File: config.mk
export PLATFORM = sky130hd
export DESIGN_NAME = positional_list_engine
export DESIGN_NICKNAME = d
export VERILOG_FILES = /design/src/hdl/ple_pkg.sv /design/src/hdl/ple_ctrl.sv /design/src/hdl/ple_datapath.sv /design/src/hdl/positional_list_engine.sv
export SDC_FILE = /design/constraint.sdc
export NUM_CORES = 1
export LEC_CHECK = 0
export ABC_AREA = 1
export CORE_MARGIN = 2
export CORE_UTILIZATION = 51
export CTS_CLUSTER_DIAMETER = 120
export CTS_CLUSTER_SIZE = 14
export DETAILED_ROUTE_END_ITERATION = 10
export DONT_BUFFER_PORTS = 1
export GPL_ROUTABILITY_DRIVEN = 0
export HOLD_SLACK_MARGIN = 0.03
export PLACE_DENSITY_LB_ADDON = 0.05
export SYNTH_ARGS = -nofsm -noshare
export SYNTH_HDL_FRONTEND = slang
export SYNTH_SLANG_ARGS = --single-unit
File: constraint.sdc
create_clock -name clock -period 6 [get_ports clock]
set_input_delay 1.2 -clock clock [delete_from_list [all_inputs] [get_ports clock]]
set_output_delay 1.2 -clock clock [all_outputs]
set_load 0.02 [all_outputs]
File: src/hdl/ple_pkg.sv
// ple_pkg: shared codes and control bundles for the positional list engine.
// No dependencies; imported by every module of the block.
`timescale 1ns / 1ps

package ple_pkg;

   // command codes carried on req_command
   localparam logic [2:0] CMD_INS_HEAD = 3'd0;
   localparam logic [2:0] CMD_DEL_HEAD = 3'd1;
   localparam logic [2:0] CMD_INS_TAIL = 3'd2;
   localparam logic [2:0] CMD_DEL_TAIL = 3'd3;
   localparam logic [2:0] CMD_DEL_POS  = 3'd4;
   localparam logic [2:0] CMD_INS_POS  = 3'd5;

   // status codes returned on rsp_status
   localparam logic [1:0] STAT_DONE    = 2'd0;
   localparam logic [1:0] STAT_EMPTY   = 2'd1;
   localparam logic [1:0] STAT_INVALID = 2'd2;
   localparam logic [1:0] STAT_FULL    = 2'd3;

   // controller states, one-hot
   typedef enum logic [2:0] {
      S_IDLE = 3'b001,
      S_RUN  = 3'b010,
      S_DONE = 3'b100
   } state_type;

   // controller to datapath
   typedef struct packed {
      logic load;    // latch the request word and its decode
      logic step;    // one shift step: issue a read, retire the previous one
      logic finish;  // final write (inserts only), count update, result capture
   } ctl_cmd_type;

   // datapath to controller
   typedef struct packed {
      logic reject;  // request fails its checks, no list change
      logic drained; // all reads issued and retired
   } dp_stat_type;

endpackage

File: src/hdl/ple_ctrl.sv
// ple_ctrl: sequencing state machine of the positional list engine.
// Depends on ple_pkg for the state type and the command/status bundles.
`timescale 1ns / 1ps

module ple_ctrl
   import ple_pkg::*;
(
   input  logic        clock,
   input  logic        reset,
   input  logic        start,
   output logic        busy,
   output logic        rsp_strobe,
   output ctl_cmd_type ctl_cmd,
   input  dp_stat_type dp_stat
);

   state_type state_ff, state_in;

   // next state and datapath commands
   always_comb begin
      state_in       = state_ff;
      ctl_cmd.load   = 1'b0;
      ctl_cmd.step   = 1'b0;
      ctl_cmd.finish = 1'b0;
      case (state_ff)
         S_IDLE: begin
            if (start) begin
               ctl_cmd.load = 1'b1;
               state_in     = dp_stat.reject ? S_DONE : S_RUN;
            end
         end
         S_RUN: begin
            if (dp_stat.drained) begin
               ctl_cmd.finish = 1'b1;
               state_in       = S_DONE;
            end else begin
               ctl_cmd.step = 1'b1;
            end
         end
         S_DONE: begin
            state_in = S_IDLE;
         end
         default: begin
            state_in = S_IDLE;
         end
      endcase
   end

   always_ff @(posedge clock) begin
      if (reset) begin
         state_ff <= S_IDLE;
      end else begin
         state_ff <= state_in;
      end
   end

   assign busy       = (state_ff != S_IDLE);
   assign rsp_strobe = (state_ff == S_DONE);

endmodule

File: src/hdl/ple_datapath.sv
// ple_datapath: element memory, count, request decode and the shift engine.
// Depends on ple_pkg; driven by ple_ctrl through ctl_cmd_type.
`timescale 1ns / 1ps

module ple_datapath
   import ple_pkg::*;
#(
   parameter int CAPACITY = 16
)
(
   input  logic               clock,
   input  logic               reset,
   input  logic [2:0]         req_command,
   input  logic signed [31:0] req_value,
   input  logic [7:0]         req_position,
   input  ctl_cmd_type        ctl_cmd,
   output dp_stat_type        dp_stat,
   output logic signed [31:0] rsp_removed_value,
   output logic [1:0]         rsp_status
);

   localparam int AW = (CAPACITY > 1) ? $clog2(CAPACITY) : 1;
   localparam int CW = $clog2(CAPACITY + 1);
   localparam int PW = ((CW > 8) ? CW : 8) + 1;

   // element memory, one read and one write port
   logic [31:0] mem [CAPACITY];

   logic [CW-1:0]     count_ff;
   logic              rv_ff;       // read data valid in rd_data_ff
   logic              ins_ff;
   logic              first_ff;    // next retired read is the removed word
   logic [AW-1:0]     idx_ff;
   logic [31:0]       value_ff;
   logic [CW-1:0]     left_ff;     // reads still to issue
   logic [AW-1:0]     rd_ptr_ff;
   logic [AW-1:0]     rv_addr_ff;
   logic [31:0]       rd_data_ff;
   logic [31:0]       got_ff;
   logic [31:0]       removed_ff;
   logic [1:0]        status_ff;

   // request decode
   logic              dec_reject;
   logic              dec_ins;
   logic [1:0]        dec_err;
   logic [AW-1:0]     dec_idx;
   logic [CW-1:0]     dec_left;
   logic [AW-1:0]     dec_rd_ptr;
   logic              full;
   logic              empty;
   logic [PW-1:0]     pos_x;
   logic [PW-1:0]     cnt_x;
   logic [PW-1:0]     pos_m1;

   assign full   = (count_ff == CW'(CAPACITY));
   assign empty  = (count_ff == '0);
   assign pos_x  = PW'(req_position);
   assign cnt_x  = PW'(count_ff);
   assign pos_m1 = pos_x - PW'(1);

   always_comb begin
      dec_reject = 1'b0;
      dec_ins    = 1'b0;
      dec_err    = STAT_INVALID;
      dec_idx    = '0;
      case (req_command)
         CMD_INS_HEAD: begin
            dec_ins = 1'b1;
            if (full) begin
               dec_reject = 1'b1;
               dec_err    = STAT_FULL;
            end
         end
         CMD_DEL_HEAD: begin
            if (empty) begin
               dec_reject = 1'b1;
               dec_err    = STAT_EMPTY;
            end
         end
         CMD_INS_TAIL: begin
            dec_ins = 1'b1;
            dec_idx = AW'(count_ff);
            if (full) begin
               dec_reject = 1'b1;
               dec_err    = STAT_FULL;
            end
         end
         CMD_DEL_TAIL: begin
            dec_idx = AW'(count_ff - CW'(1));
            if (empty) begin
               dec_reject = 1'b1;
               dec_err    = STAT_EMPTY;
            end
         end
         CMD_DEL_POS: begin
            dec_idx = AW'(pos_m1);
            if (empty) begin
               dec_reject = 1'b1;
               dec_err    = STAT_EMPTY;
            end else if (pos_x == '0 || pos_x > cnt_x) begin
               dec_reject = 1'b1;
               dec_err    = STAT_INVALID;
            end
         end
         CMD_INS_POS: begin
            dec_ins = 1'b1;
            dec_idx = AW'(pos_m1);
            if (pos_x == '0 || pos_x > cnt_x + PW'(1)) begin
               dec_reject = 1'b1;
               dec_err    = STAT_INVALID;
            end else if (full) begin
               dec_reject = 1'b1;
               dec_err    = STAT_FULL;
            end
         end
         default: begin
            dec_reject = 1'b1;
            dec_err    = STAT_INVALID;
         end
      endcase
   end

   // inserts walk down from the tail, deletes walk up from idx
   assign dec_left   = count_ff - CW'(dec_idx);
   assign dec_rd_ptr = dec_ins ? AW'(count_ff - CW'(1)) : dec_idx;

   // memory port control
   logic          rd_en;
   logic          wr_en;
   logic [AW-1:0] wr_addr;
   logic [31:0]   wr_data;

   assign rd_en = ctl_cmd.step && (left_ff != '0);

   always_comb begin
      wr_en   = 1'b0;
      wr_addr = ins_ff ? (rv_addr_ff + AW'(1)) : (rv_addr_ff - AW'(1));
      wr_data = rd_data_ff;
      if (ctl_cmd.finish) begin
         wr_en   = ins_ff;
         wr_addr = idx_ff;
         wr_data = value_ff;
      end else if (ctl_cmd.step && rv_ff && (ins_ff || !first_ff)) begin
         wr_en = 1'b1;
      end
   end

   always_ff @(posedge clock) begin
      if (wr_en) begin
         mem[wr_addr] <= wr_data;
      end
      if (rd_en) begin
         rd_data_ff <= mem[rd_ptr_ff];
      end
   end

   // control state: count and read-valid flag
   always_ff @(posedge clock) begin
      if (reset) begin
         count_ff <= '0;
         rv_ff    <= 1'b0;
      end else begin
         if (ctl_cmd.load) begin
            rv_ff <= 1'b0;
         end else if (ctl_cmd.step) begin
            rv_ff <= rd_en;
         end
         if (ctl_cmd.finish) begin
            count_ff <= ins_ff ? (count_ff + CW'(1)) : (count_ff - CW'(1));
         end
      end
   end

   // operation registers and result word
   always_ff @(posedge clock) begin
      if (ctl_cmd.load) begin
         ins_ff     <= dec_ins;
         idx_ff     <= dec_idx;
         value_ff   <= req_value;
         left_ff    <= dec_left;
         rd_ptr_ff  <= dec_rd_ptr;
         first_ff   <= 1'b1;
         status_ff  <= dec_err;
         removed_ff <= '0;
      end
      if (ctl_cmd.step) begin
         if (rd_en) begin
            rv_addr_ff <= rd_ptr_ff;
            rd_ptr_ff  <= ins_ff ? (rd_ptr_ff - AW'(1)) : (rd_ptr_ff + AW'(1));
            left_ff    <= left_ff - CW'(1);
         end
         if (rv_ff && !ins_ff && first_ff) begin
            got_ff   <= rd_data_ff;
            first_ff <= 1'b0;
         end
      end
      if (ctl_cmd.finish) begin
         status_ff  <= STAT_DONE;
         removed_ff <= ins_ff ? 32'd0 : got_ff;
      end
   end

   assign dp_stat.reject  = dec_reject;
   assign dp_stat.drained = (left_ff == '0) && !rv_ff;

   assign rsp_removed_value = $signed(removed_ff);
   assign rsp_status        = status_ff;

endmodule

File: src/hdl/positional_list_engine.sv
// positional_list_engine: top level, ordered list of signed 32-bit words.
// Depends on ple_pkg, ple_ctrl and ple_datapath.
//
//   channel   | ports                                        | handshake
//   ----------+----------------------------------------------+---------------------
//   request   | req_command, req_value, req_position         | start & !busy
//   response  | rsp_removed_value, rsp_status                | rsp_strobe, 1 cycle
//
// A request that moves n words (n = count - target slot, at most CAPACITY)
// is loaded, shifts word by word, then finishes with the count update and the
// insert's final write and responds; a rejected request goes straight to the
// response. The element memory has one read and one write port: while the
// list shifts, one word is read and one written per cycle, save the removed
// word of a delete. Reset clears the count; the memory needs no clearing pass.
// The receiver cannot stall: rsp_strobe flags the response for one cycle only.
`timescale 1ns / 1ps

module positional_list_engine
   import ple_pkg::*;
#(
   parameter int CAPACITY = 16
)
(
   input  logic               clock,
   input  logic               reset,
   input  logic               start,
   output logic               busy,
   input  logic [2:0]         req_command,
   input  logic signed [31:0] req_value,
   input  logic [7:0]         req_position,
   output logic               rsp_strobe,
   output logic signed [31:0] rsp_removed_value,
   output logic [1:0]         rsp_status
);

   ctl_cmd_type ctl_cmd;
   dp_stat_type dp_stat;

   ple_ctrl u_ctrl (
      .clock      (clock),
      .reset      (reset),
      .start      (start),
      .busy       (busy),
      .rsp_strobe (rsp_strobe),
      .ctl_cmd    (ctl_cmd),
      .dp_stat    (dp_stat)
   );

   ple_datapath #(
      .CAPACITY (CAPACITY)
   ) u_datapath (
      .clock             (clock),
      .reset             (reset),
      .req_command       (req_command),
      .req_value         (req_value),
      .req_position      (req_position),
      .ctl_cmd           (ctl_cmd),
      .dp_stat           (dp_stat),
      .rsp_removed_value (rsp_removed_value),
      .rsp_status        (rsp_status)
   );

endmodule

* After elaboration in Yosys (flattened, before gate mapping)
Memory sizes are Yosys's and may differ from the RTL's. A register that Yosys moved wholly into a read port is not among the register bits.
Cells that the tools add are included.
** Word-level totals
- RAM bits :: 512
- Memories kept :: 1
- Logic and storage cells :: 108
- Register bits after elaboration :: 126
- Input bits :: 46
** Operators by class
- Mux-type cells :: 43
- Magnitude comparators :: 2
- Add/subtract/negate cells :: 10
- Reduce and logical (&&, ||, !) cells :: 27
- Equality and inequality tests :: 12
** Memory list
- u_datapath.mem :: depth 16, width 32, read ports 1, clocked after Yosys merged registers in 1, write ports 1, line ple_datapath.sv:27 : logic [31:0] mem [CAPACITY];
** Operators with widths (count)
- 32-bit two-way mux :: 4
- 4-bit two-way mux :: 7
- 5-bit two-way mux :: 4
- 1-bit two-way mux :: 18
- 4-bit one-hot mux with 3 select lines :: 1
- 4-bit by 1-bit subtractor with 4-bit output, second input constant :: 3
- 5-bit logical NOT :: 2
- 5-bit by 1-bit subtractor with 5-bit output, second input constant :: 2
- 3-bit by 2-bit == test with 1-bit output, second input constant :: 3
- 3-bit == test, second input constant :: 3
- 9-bit logical NOT :: 1
- 3-bit two-way mux :: 3
- 4-bit by 1-bit adder with 4-bit output, second input constant :: 2
- 8-bit by 5-bit greater-than comparator with 1-bit output :: 1
- 8-bit by 6-bit greater-than comparator with 1-bit output :: 1
- 2-bit OR reduction :: 4
- 5-bit by 1-bit adder with 6-bit output, second input constant :: 1
- 3-bit by 1-bit == test with 1-bit output, second input constant :: 2
- 1-bit logical AND :: 6
- 2-bit two-way mux :: 3
- 2-bit one-hot mux with 3 select lines :: 1
- 3-bit one-hot mux with 2 select lines :: 1
- 2-bit AND reduction :: 3
- 3-bit OR reduction :: 2
- 11 further kinds :: 16

* Depth between registers and ports, before layout
Gate-level depths: netlist of run 1.
- Word-level depth :: 10
- Gate-level depth with buffers :: 17

* Modules after synthesis
From an unflattened synthesis of run 1, not the netlist that was laid out.
** Unflattened totals
- Cell total of the unflattened synthesis :: 2024
- Area, all modules :: 26910.8 um^2
** By module, submodules not included
- ple_datapath :: area each 26730.6 um^2, instances 1, cells each 1997, sequential area each 19849.0 um^2
- ple_ctrl :: area each 180.2 um^2, instances 1, cells each 27, sequential area each 60.1 um^2

* Worst setup path before layout of run 1
No wires, ideal clock.
- Kind :: flip-flop to flip-flop
- Start point :: reg u_datapath.ins_ff
- End point :: mem u_datapath.mem[0][0], enable pin
- Stages on the path, launching flop included :: 11
- Arrival time :: 3.005 ns
- Slack :: 2.574 ns
- Library setup time :: 0.421 ns
- Path through :: edfxtp_1 -> buf_4 -> inv_1 -> ha_1 -> a21oi_1 -> nand2_1 -> xnor2_1 -> nand2_2 -> o21ai_4 -> nand2_1 -> nor2_1
** On the way
- Word-level cells in the longest chain between the ends :: 6
- Elaborated cells on any way between the ends :: 8
** Ends and longest elaborated chain
- start: declaration :: line ple_datapath.sv:31 : logic ins_ff;
- start signal: assignment :: line ple_datapath.sv:178 : ins_ff <= dec_ins;
- 1-bit logical OR :: line ple_datapath.sv:144 : end else if (ctl_cmd.step && rv_ff && (ins_ff || !first_ff)) begin
- 1-bit logical AND :: line ple_datapath.sv:144
- 1-bit two-way mux :: line ple_datapath.sv:144
- 1-bit two-way mux :: line ple_datapath.sv:140 : if (ctl_cmd.finish) begin
- 1-bit two-way mux :: line ple_datapath.sv:150 : if (wr_en) begin
- 1-bit two-way mux (not written as such) :: line ple_datapath.sv:151 : mem[wr_addr] <= wr_data;
- end: declaration :: line ple_datapath.sv:27
Parallel ways exist; a longest one is shown, timed or not.

* Worst setup path in the final report of run 1
- Start point :: reg u_datapath.left_ff[0]
- End point :: mem u_datapath.mem[10][9], enable pin
** On the way
- Word-level cells in the longest chain between the ends :: 10
- Elaborated cells on any way between the ends :: 12
** Ends and longest elaborated chain
- start: declaration :: line ple_datapath.sv:35 : logic [CW-1:0] left_ff;
- start signal: assignment :: line ple_datapath.sv:181 : left_ff <= dec_left;
- start signal: assignment :: line ple_datapath.sv:191 : left_ff <= left_ff - CW'(1);
- 5-bit logical NOT * :: line ple_datapath.sv:205 : assign dp_stat.drained = (left_ff == '0) && !rv_ff;
- 1-bit logical AND * :: line ple_datapath.sv:205
- 1-bit two-way mux :: line ple_ctrl.sv:33 : if (dp_stat.drained) begin
- 2-bit two-way mux * :: line ple_ctrl.sv:25 : case (state_ff)
- 1-bit logical AND (2 in series) :: line ple_datapath.sv:144
- 1-bit two-way mux :: line ple_datapath.sv:144
- 1-bit two-way mux :: line ple_datapath.sv:140
- 1-bit two-way mux :: line ple_datapath.sv:150
- 1-bit two-way mux (not written as such) :: line ple_datapath.sv:151
Mark *: on every way between the ends. The rest lies on a longest branch, timed or not.

==> metrics.cfg, run 1 <==
[detailed_routing]
first_pass_iters = 5
wl_um = 66100
vias = 15900
via_per_inst = 5.99
dr.first_iter.drc_count = 1650
wl_per_cell_um = 24.9
drc = 0
ant_nets = 0

[job]
drv_cap = 0

[floorplanning]
dieArea_mm2 = 0.0544
fp.dieW_um = 233
die_h_um = 233
start_util_pct = 51.9
row_count = 83
core_mm2 = 0.0516
pin_count = 82

[layout]
final_nets = 2032
post-route-util_pct = 55.7
n_antenna_cell = 0
drive_gt1_share_pct = 7.01
area_growth_pct = 7.38

[power]
irDropWorstVdd_v = 0.000327
power_leakage_nw = 9.44
finalPower_w = 0.0105
power-per-cell-area_mw_per_mm2 = 365

[clocking]
holdBufCountCts = 0
cts-resized-gates = 0
h-tree-depth = 2
post_cts_buffers = 0
cts.clk_slew.worst_paths_ps = 70
cts_buffers = 53
clockBufferDepth = 3
clk_latency_ps = 610
cts_sinks = 670
cts_tree = yes
clock-root-buffer = clkbuf_16

[logic_synthesis]
yosysSeqAreaShare_pct = 74.4
syn_area_per_cell_um2 = 13.4
synth-main-ff-cell = edfxtp_1
synth-seq-cells = 670
synth_top_area_cell = edfxtp_1
synth_top_area_share_pct = 72.8
synthArstFlopShare_pct = 0
syn_nets = 2076
synthCells = 2003
synth.area.top_cells = edfxtp_1, o21ai_0, nor2_1
syn_area_mm2 = 0.0268
synth.distinct_cells = 44
ys_warn_count = 0
synth_edf_count = 649

[setup_path]
crit_path_start_kind = flip-flop
cpPeakStageDelay_ps = 1020
path_delay_family = simple AND/OR/NAND/NOR gates
path_cells = inv_1 -> ha_1 -> nand2_2 -> nor2_4 -> nand4_4 -> inv_2 -> nand2_1 -> a21oi_4 -> nand3_2 -> nor2_4
cp_slowest_cell = nor2_4
end_kind = flip-flop
cp_max_fo = 48
critPathArrivalTime_ps = 4210
required_ps = 6220
critPathBufInv = 2
cp_common_cell = nor2_4
criticalPathCategory = flip-flop to flip-flop

[sta]
tns_ps = 0
slew_viol_final = 0
rsz0062_at_grt = false
slew_headroom_pct = 15.2
worst_pin_slew_ps = 1270
min_period_ps = 3990
setup_viol = 0
fin_worst_skew_ps = 16.6
hold_viol = 0
timing.fmax_ghz = 0.251
fin_crit_sh_pct = 66.5

[global_routing]
gr-total-overflow = 0
grt_pass1_wl_um = 98400
antenna_found_initial = 3
first_global_vias = 15400
track_usage_pct = 24.7
grt_start_max_net_pins = 200

[placed_design]
port_buffers = 0
dp_hpwl_um = 36600

[hold_path]
hold_class = flip-flop to flip-flop

[status]
status = finished, final reports clean

[worst register-to-register path, stage by stage, from the launching register on]
cell	delay, ps
dfxtp_1	310
inv_1	90
ha_1	210
nand2_2	80
nor2_4	130
nand4_4	860
inv_2	260
nand2_1	140
a21oi_4	250
nand3_2	250
nor2_4	1020
[per-layer routing]
layer	wire length, µm	track usage [%]
met5	0	0
met4	1210	5.89
met3	4660	3.97
met2	30000	38.2
met1	30200	36.7
[worst paths after layout]
| check | cells after the start | slack (ps) | startpoint | to |
|---|---|---|---|---|
| hold reg to reg | 0 | 450 | u_datapath.rd_data_ff[23] | u_datapath.got_ff[23] |
| setup reg to reg | 10 | 2010 | u_datapath.left_ff[0] | u_datapath.mem[10][9] |
| setup / recovery | 10 | 2010 | u_datapath.left_ff[0] | u_datapath.mem[10][9] |
| hold / removal | 0 | 450 | u_datapath.rd_data_ff[23] | u_datapath.got_ff[23] |
[cells by family (layout without fill, tap and decap cells)]
logic type	Yosys count	count (layout)	share of synthesized area (%)
buffers and inverters	213	179	3.57
DFF	670	670	74.4
and+or+nand+nor	598	598	9.09
xor gates and xnor gates	15	15	0.491
adders and majority gates	27	27	1.35
AOI/OAI and AO/OA	480	480	11.1
[through the flow]
stage	cells	hold WS, ps	cell area (µm²)	setup slack (ps)
floorplan	2003	406	26800	2570
detailed placement	2584	434	27300	1910
finish	2649	452	28800	2010
CTS	2649	451	28800	1910
global route	2649	465	28800	1720
global placement	2584	433	27300	2010
[cell usage after synthesis, types with 2 or more instances]
master and count:
buf_6 5, a22oi_1 2, o22ai_1 35, nor2_1 317
clkbuf_1 51, nand2_2 7, nand2_4 2, nand4_1 3
nand2_1 201, a21oi_1 20, buf_1 3, nor3_1 5
fa_1 3, edfxtp_1 649, buf_2 43, o21bai_1 2
dfxtp_1 21, a211oi_1 3, nand3_2 7, o21ai_2 2
xnor2_1 7, xor2_1 8, o221ai_1 98, clkbuf_2 5
ha_1 24, o21ai_1 9, o21ai_4 3, a31oi_1 3
o211ai_1 34, o21ai_0 265, inv_1 80, buf_4 16
nand3_1 51, inv_2 9
[where the power goes]
part | switching, W | internal [W] | leakage, nW
registers | 0.000163 | 0.00523 | 6.06
clock network | 0.00153 | 0.00161 | 0.685
logic | 0.00142 | 0.000552 | 2.70
[flip-flops by register name, summed over array words and instances, names as in the netlist]
register and cells:
u_datapath.rv_addr_ff 4, u_ctrl.state_ff 3, u_datapath.rd_ptr_ff 4, u_datapath.mem 512
u_datapath.value_ff 32, u_datapath.count_ff 5, u_datapath.rv_ff 1, u_datapath.first_ff 1
u_datapath.left_ff 5, u_datapath.idx_ff 4, u_datapath.rsp_removed_value 32, u_datapath.ins_ff 1
u_datapath.rd_data_ff 32, u_datapath.rsp_status 2, u_datapath.got_ff 32
[cell usage in the layout (no fill, tap or decap), drive strengths merged]
cell and n:
o22ai 35, clkinv 4, a21o 1, dfxtp 21, o221ai 98, a211oi 3, o21bai 2, fa 3
a31oi 3, nand3b 1, nand4 4, nand2 210, o31ai 1, a22oi 3, xor2 8, o211ai 34
nand3 58, nor2 318, or2 1, ha 24, a21oi 21, inv 88, edfxtp 649, nor3 5
o21ai 279, xnor2 7, nor3b 1, clkbuf 63, buf 24
[final cells by class]
class	count	area (µm²)
repair buffers	24	193
inverters	90	344
multi-input cells	1120	6040
well taps	680	851
clock inverters	2	20.0
clock buffers	63	1390
fillers	4132	22900
flip-flops and latches	670	19900
(Power assumes the default switching activity.)
==> inputs of run 2 (changes only) <==
==> constraint.sdc (replaced) <==
create_clock -name clock -period 3.3 [get_ports clock]
set_input_delay 0.66 -clock clock [delete_from_list [all_inputs] [get_ports clock]]
set_output_delay 0.66 -clock clock [all_outputs]
set_load 0.02 [all_outputs]
==> run 2 against run 1 <==
- combinational power rose by 92%
- critical endpoint is now u_datapath.mem[10][20]
- flip-flop and latch count did not move
- largest cell class unchanged
- sequential share of layout area shrank 0.88 points
- cell area increased by 1.3%
- sequential power increased by 81%
- wire length is 2.5% higher
- highest routed layer unchanged
- clock skew fell by 1.0 ps
==> metrics.cfg, run 2 (synthesis gave the netlist of run 1 again) <==
[status]
status = finished, final reports clean  ; unchanged

[layout]
final_nets = 2059  ; was 2032
regMostFlops = u_datapath.mem  ; unchanged
fin_cells = 2676  ; was 2649
nFillCells = 4131  ; was 4132
drive_gt1_share_pct = 8.32  ; was 7.01%
final_cell_mix = edfxtp_1, nor2_1, o21ai_0  ; unchanged
final_common_cell = edfxtp_1  ; unchanged
largest_reg_flops = 512  ; unchanged
n_antenna_cell = 0  ; unchanged
area_growth_pct = 8.77  ; was 7.38%

[sta]
min_period_ps = 2820  ; was 3990 ps
timing.fmax_ghz = 0.354  ; was 0.251 GHz
setup_viol = 0  ; unchanged
worst_pin_slew_ps = 978  ; was 1270 ps
fin_crit_sh_pct = 85.5  ; was 66.5%
hold_viol = 0  ; unchanged
rsz0062_at_grt = false  ; unchanged
slew_viol_final = 0  ; unchanged
setup_ws_ps = 479  ; was 2010 ps
slew_headroom_pct = 34.8  ; was 15.2%
fin_worst_skew_ps = 15.6  ; was 16.6 ps
fin_hold_ws_ps = 99.6  ; was 452 ps

[floorplanning]
die_h_um = 233  ; unchanged
row_count = 83  ; unchanged
core_mm2 = 0.0516  ; unchanged
start_util_pct = 51.9  ; unchanged
dieArea_mm2 = 0.0544  ; unchanged
fp.dieW_um = 233  ; unchanged
pin_count = 82  ; unchanged

[power]
finalPower_w = 0.0193  ; was 0.0105 W
power_leakage_nw = 9.63  ; was 9.44 nW
irDropWorstVdd_v = 0.000384  ; was 0.000327 V
power-per-cell-area_mw_per_mm2 = 662  ; was 365 mW/mm²

[global_routing]
grt_start_max_net_pins = 107  ; was 200
track_usage_pct = 25.5  ; was 24.7%
antenna_found_initial = 1  ; was 3
grt_pass1_wl_um = 102000  ; was 98400 µm
first_global_vias = 15500  ; was 15400
gr-total-overflow = 0  ; unchanged

[setup_path]
path_delay_family = simple AND/OR/NAND/NOR gates  ; unchanged
cp_max_fo = 37  ; was 48
end_kind = flip-flop  ; unchanged
cp_common_cell = nand2_1  ; was nor2_4
path_cells = inv_1 -> ha_1 -> nand2_2 -> nor2_4 -> nand4_4 -> inv_2 -> buf_4 -> nand2_1 -> nand2_1  ; was inv_1 -> ha_1 -> nand2_2 -> nor2_4 -> nand4_4 -> inv_2 -> nand2_1 -> a21oi_4 -> nand3_2 -> nor2_4
required_ps = 3600  ; was 6220 ps
criticalPathCategory = flip-flop to flip-flop  ; unchanged
cpPeakStageDelay_ps = 630  ; was 1020 ps
crit_path_start_kind = flip-flop  ; unchanged
cp_slowest_cell = nand2_1  ; was nor2_4
critPathBufInv = 3  ; was 2
critPathArrivalTime_ps = 3120  ; was 4210 ps

[clocking]
cts_sinks = 670  ; unchanged
clk_latency_ps = 620  ; was 610 ps
cts.clk_slew.worst_paths_ps = 70  ; about the same
cts_buffers = 53  ; unchanged
clock-root-buffer = clkbuf_16  ; unchanged
post_cts_buffers = 0  ; unchanged
h-tree-depth = 2  ; unchanged
cts-resized-gates = 0  ; unchanged
clockBufferDepth = 3  ; unchanged
cts_tree = yes  ; unchanged
holdBufCountCts = 0  ; unchanged

[hold_path]
hold_class = input pin to flip-flop  ; was flip-flop to flip-flop

[detailed_routing]
drc = 0  ; unchanged
vias = 16100  ; was 15900
via_per_inst = 6.01  ; was 5.99
dr.first_iter.drc_count = 1657  ; was 1650
first_pass_iters = 5  ; unchanged
wl_um = 67700  ; was 66100 µm
wl_per_cell_um = 25.3  ; was 24.9 µm
ant_nets = 0  ; unchanged

[placed_design]
port_buffers = 0  ; unchanged
dp_hpwl_um = 38500  ; was 36600 µm
dp_slack_ps = 495  ; was 1910 ps
placed_cells = 2611  ; was 2584

[job]
drv_cap = 0  ; unchanged

[run 2: changes by cell type in the layout (fill, tap and decap cells not counted), sizes merged]
| cell | previous run | this run |
|---|---|---|
| buf | 24 | 51 |
| clkbuf | 63 | 62 |
| inv | 88 | 89 |
[run 2: routing by layer]
layer  global-route usage (%)  share of wire [%]  vias to the layer above
met1                     38.9                 47                     8132
met5                        0                  0                        -
met3                     4.15                6.9                       82
li1                         -                  -                     7321
met4                     6.07                1.8                        0
met2                     38.5                 45                      540
[run 2: report_power, final]
| group | total [W] | internal (W) | switching (W) |
|---|---|---|---|
| clock network | 0.00574 | 0.00293 | 0.00282 |
| registers | 0.00976 | 0.00951 | 0.000252 |
| logic | 0.00378 | 0.00107 | 0.00271 |
| total | 0.0193 | 0.0135 | 0.00578 |
[run 2: worst paths after layout]
path	from	end	slack (ps)	depth (start not counted)
max	u_datapath.left_ff[0]	u_datapath.mem[10][20]	480	9
min	reset	u_datapath.count_ff[3]	100	1
max reg2reg	u_datapath.left_ff[0]	u_datapath.mem[10][20]	480	9
min reg2reg	u_datapath.rd_data_ff[17]	u_datapath.got_ff[17]	450	0
[run 2: final cells by class]
cell class	count	area (µm²)	share of cell area (%)
well taps	680	851	2.92
repair buffers	51	546	1.87
inverters	90	344	1.18
multi-input cells	1120	6040	20.7
clock inverters	3	42.5	0.146
clock buffers	62	1380	4.74
flip-flops and latches	670	19900	68.4
[run 2: worst reg2reg max path, stage by stage (launching register included)]
cell	delay, ps
dfxtp_1	310
inv_1	90
ha_1	210
nand2_2	80
nor2_4	130
nand4_4	290
inv_2	130
buf_4	500
nand2_1	130
nand2_1	630
[run 2: per-stage QoR]
| step | TNS [ps] | util, % | cell area [µm²] |
|---|---|---|---|
| 4_1_cts | 0 | 56.4 | 29100 |
| 3_5_place_dp | 0 | 53.7 | 27700 |
| 2_1_floorplan | -49090 | - | 26800 |
| 5_1_grt | 0 | 56.4 | 29100 |
| 3_3_place_gp | 0 | 53.7 | 27700 |
| 6_report | 0 | 56.4 | 29100 |
==> inputs of run 3 (changes only) <==
--- a/config.mk
+++ b/config.mk
@@ -5,7 +5,7 @@
 export SDC_FILE = /design/constraint.sdc
 export NUM_CORES = 1
 export LEC_CHECK = 0
-export ABC_AREA = 1
+export ABC_AREA = 0
 export CORE_MARGIN = 2
 export CORE_UTILIZATION = 51
 export CTS_CLUSTER_DIAMETER = 120
==> run 3 against run 2 <==
- non-clock buffer count rose by 15
- clock power fell by 2%
- sequential power barely moved
- register-to-register slack got worse by 230 ps
- synthesized cell count fell by 36%
- critical endpoint is now u_datapath.mem[15][4]
- highest routed layer unchanged
==> metrics.cfg, run 3 <==
[floorplanning]
die_h_um = 230  ; was 233 µm
core_mm2 = 0.0504  ; was 0.0516 mm²
start_util_pct = 51.9  ; about the same
row_count = 82  ; was 83
dieArea_mm2 = 0.0531  ; was 0.0544 mm²
pin_count = 82  ; unchanged
fp.dieW_um = 230  ; was 233 µm

[clocking]
cts_tree = yes  ; unchanged
cts_sinks = 670  ; unchanged
cts.clk_slew.worst_paths_ps = 70  ; about the same
cts-resized-gates = 0  ; unchanged
cts_buffers = 53  ; unchanged
clockBufferDepth = 3  ; unchanged
holdBufCountCts = 0  ; unchanged
post_cts_buffers = 0  ; unchanged
clock-root-buffer = clkbuf_16  ; unchanged
h-tree-depth = 2  ; unchanged
clk_latency_ps = 600  ; was 620 ps

[sta]
min_period_ps = 3050  ; was 2820 ps
rsz0062_at_grt = false  ; unchanged
fin_worst_skew_ps = 16.9  ; was 15.6 ps
setup_viol = 0  ; unchanged
hold_viol = 0  ; unchanged
timing.fmax_ghz = 0.328  ; was 0.354 GHz
fin_crit_sh_pct = 92.5  ; was 85.5%
worst_pin_slew_ps = 1040  ; was 978 ps
slew_headroom_pct = 29.2  ; was 34.8%
tns_ps = 0  ; unchanged
slew_viol_final = 0  ; unchanged

[power]
power_leakage_nw = 9.29  ; was 9.63 nW
finalPower_w = 0.0176  ; was 0.0193 W
power-per-cell-area_mw_per_mm2 = 610  ; was 662 mW/mm²
irDropWorstVdd_v = 0.000443  ; was 0.000384 V

[detailed_routing]
first_pass_iters = 5  ; unchanged
wl_per_cell_um = 27.5  ; was 25.3 µm
wl_um = 55500  ; was 67700 µm
ant_nets = 0  ; unchanged
via_per_inst = 5.99  ; was 6.01
drc = 0  ; unchanged
dr.first_iter.drc_count = 1158  ; was 1657
vias = 12100  ; was 16100

[global_routing]
first_global_vias = 12700  ; was 15500
grt_start_max_net_pins = 72  ; was 107
grt_pass1_wl_um = 83700  ; was 102000 µm
track_usage_pct = 21.6  ; was 25.5%
antenna_found_initial = 0  ; was 1
gr-total-overflow = 0  ; unchanged

[setup_path]
cp_slowest_cell = a32oi_1  ; was nand2_1
end_kind = flip-flop  ; unchanged
critPathArrivalTime_ps = 3400  ; was 3120 ps
required_ps = 3650  ; was 3600 ps
crit_path_start_kind = flip-flop  ; unchanged
cp_max_fo = 13  ; was 37
path_cells = inv_1 -> ha_1 -> nor3b_1 -> and3_2 -> nor2_1 -> a32oi_1 -> nor2_4 -> buf_12  ; was inv_1 -> ha_1 -> nand2_2 -> nor2_4 -> nand4_4 -> inv_2 -> buf_4 -> nand2_1 -> nand2_1
r2r_slack_ps = 250  ; was 480 ps
criticalPathCategory = flip-flop to flip-flop  ; unchanged
cpPeakStageDelay_ps = 760  ; was 630 ps

[logic_synthesis]
synth.area.top_cells = edfxtp_1, mux4_2, nand2_1  ; was edfxtp_1, o21ai_0, nor2_1
synthArstFlopShare_pct = 0  ; unchanged
synth_most_common_cell = edfxtp_1  ; unchanged
synthCells = 1277  ; was 2003
syn_area_mm2 = 0.0261  ; was 0.0268 mm²
synth_top_area_share_pct = 74.6  ; was 72.8%
syn_area_per_cell_um2 = 20.5  ; was 13.4 µm²
synth_edf_count = 649  ; unchanged
yosysSeqAreaShare_pct = 76.2  ; was 74.4%
ys_top_cells_by_count = edfxtp_1, mux4_2, nand2_1  ; was edfxtp_1, nor2_1, o21ai_0
synth_top_area_cell = edfxtp_1  ; unchanged
synth-main-ff-cell = edfxtp_1  ; unchanged
syn_nets = 1350  ; was 2076
synth-seq-cells = 670  ; unchanged
synth.distinct_cells = 60  ; was 44
ys_warn_count = 0  ; unchanged

[layout]
n_antenna_cell = 0  ; unchanged
drive_gt1_share_pct = 23.0  ; was 8.32%
final_cell_mix = edfxtp_1, mux4_2, nand2_1  ; was edfxtp_1, nor2_1, o21ai_0
final_common_cell = edfxtp_1  ; unchanged
fin_area_mm2 = 0.0290  ; was 0.0291 mm²
nFillCells = 3729  ; was 4131
area_growth_pct = 10.8  ; was 8.77%
largest_reg_flops = 512  ; unchanged
regMostFlops = u_datapath.mem  ; unchanged
final_nets = 1408  ; was 2059

[placed_design]
dpl-instance-area_mm2 = 0.0275  ; was 0.0277 mm²
dp_hpwl_um = 33000  ; was 38500 µm
port_buffers = 0  ; unchanged

[status]
status = finished, final reports clean  ; unchanged

[hold_path]
hold_class = input pin to flip-flop  ; unchanged

[job]
drv_cap = 0  ; unchanged

[run 3: cell count changes in the layout (fill, tap and decap cells not counted), sizes merged, moves of 65 or more]
cell / change
inv: -65
mux4: +160
nand2: -94
nor2: -293
o21ai: -259
o221ai: -96
[run 3: critical path: cells and delay by family, from the launching register on]
family / cells / cell delay (ps)
simple gates: 4 / 1190
compound gates: 1 / 760
buf+inv: 2 / 320
flops: 1 / 310
fa+ha+maj: 1 / 190
[run 3: kinds of logic after synthesis]
| logic type | synth area share (%) |
|---|---|
| flops | 76.2 |
| simple gates | 4.22 |
| mux | 13.9 |
| buf+inv | 1.65 |
| compound gates | 1.97 |
| fa+ha+maj | 1.38 |
| xor+xnor | 0.670 |
[run 3: layer usage]
metal,track usage (%),vias up,wire [µm]
li1,-,5262,-
met1,31.4,6433,24900
met2,35.4,313,27100
met3,2.79,75,2460
met4,5.14,0,1020
met5,0,-,0
[run 3: final cells by class]
cell class | instances | area [µm²] | share of cell area, %
Clock buffer | 63 | 1390 | 4.78
Sequential cell | 670 | 19900 | 68.8
Timing Repair Buffer | 66 | 783 | 2.71
Tap cell | 672 | 841 | 2.90
Inverter | 24 | 90.1 | 0.311
Clock inverter | 2 | 20.0 | 0.0691
Multi-Input combinational cell | 520 | 5910 | 20.4
[run 3: final timing paths]
kind                             start                endpoint  depth (start not counted)
max              u_datapath.left_ff[0]   u_datapath.mem[15][4]                          8
min                              reset  u_datapath.count_ff[1]                          1
max reg2reg      u_datapath.left_ff[0]   u_datapath.mem[15][4]                          8
min reg2reg  u_datapath.rd_data_ff[29]   u_datapath.got_ff[29]                          0
[run 3: stage by stage]
stage / std cells / worst slack (ps) / hold slack, ps / util, %
floorplan: 1277 / -569 / 406 / -
global placement: 1952 / 365 / 432 / 54.7
detailed placement: 1952 / 277 / 431 / 54.7
CTS: 2017 / 242 / 81.5 / 57.5
global route: 2017 / 76.2 / 86.7 / 57.5
finish: 2017 / 247 / 116 / 57.5
[run 3: where the power goes]
| group | switching (W) | internal (W) |
|---|---|---|
| clock | 0.00272 | 0.00292 |
| sequential | 0.000300 | 0.00945 |
| combinational | 0.000993 | 0.00126 |
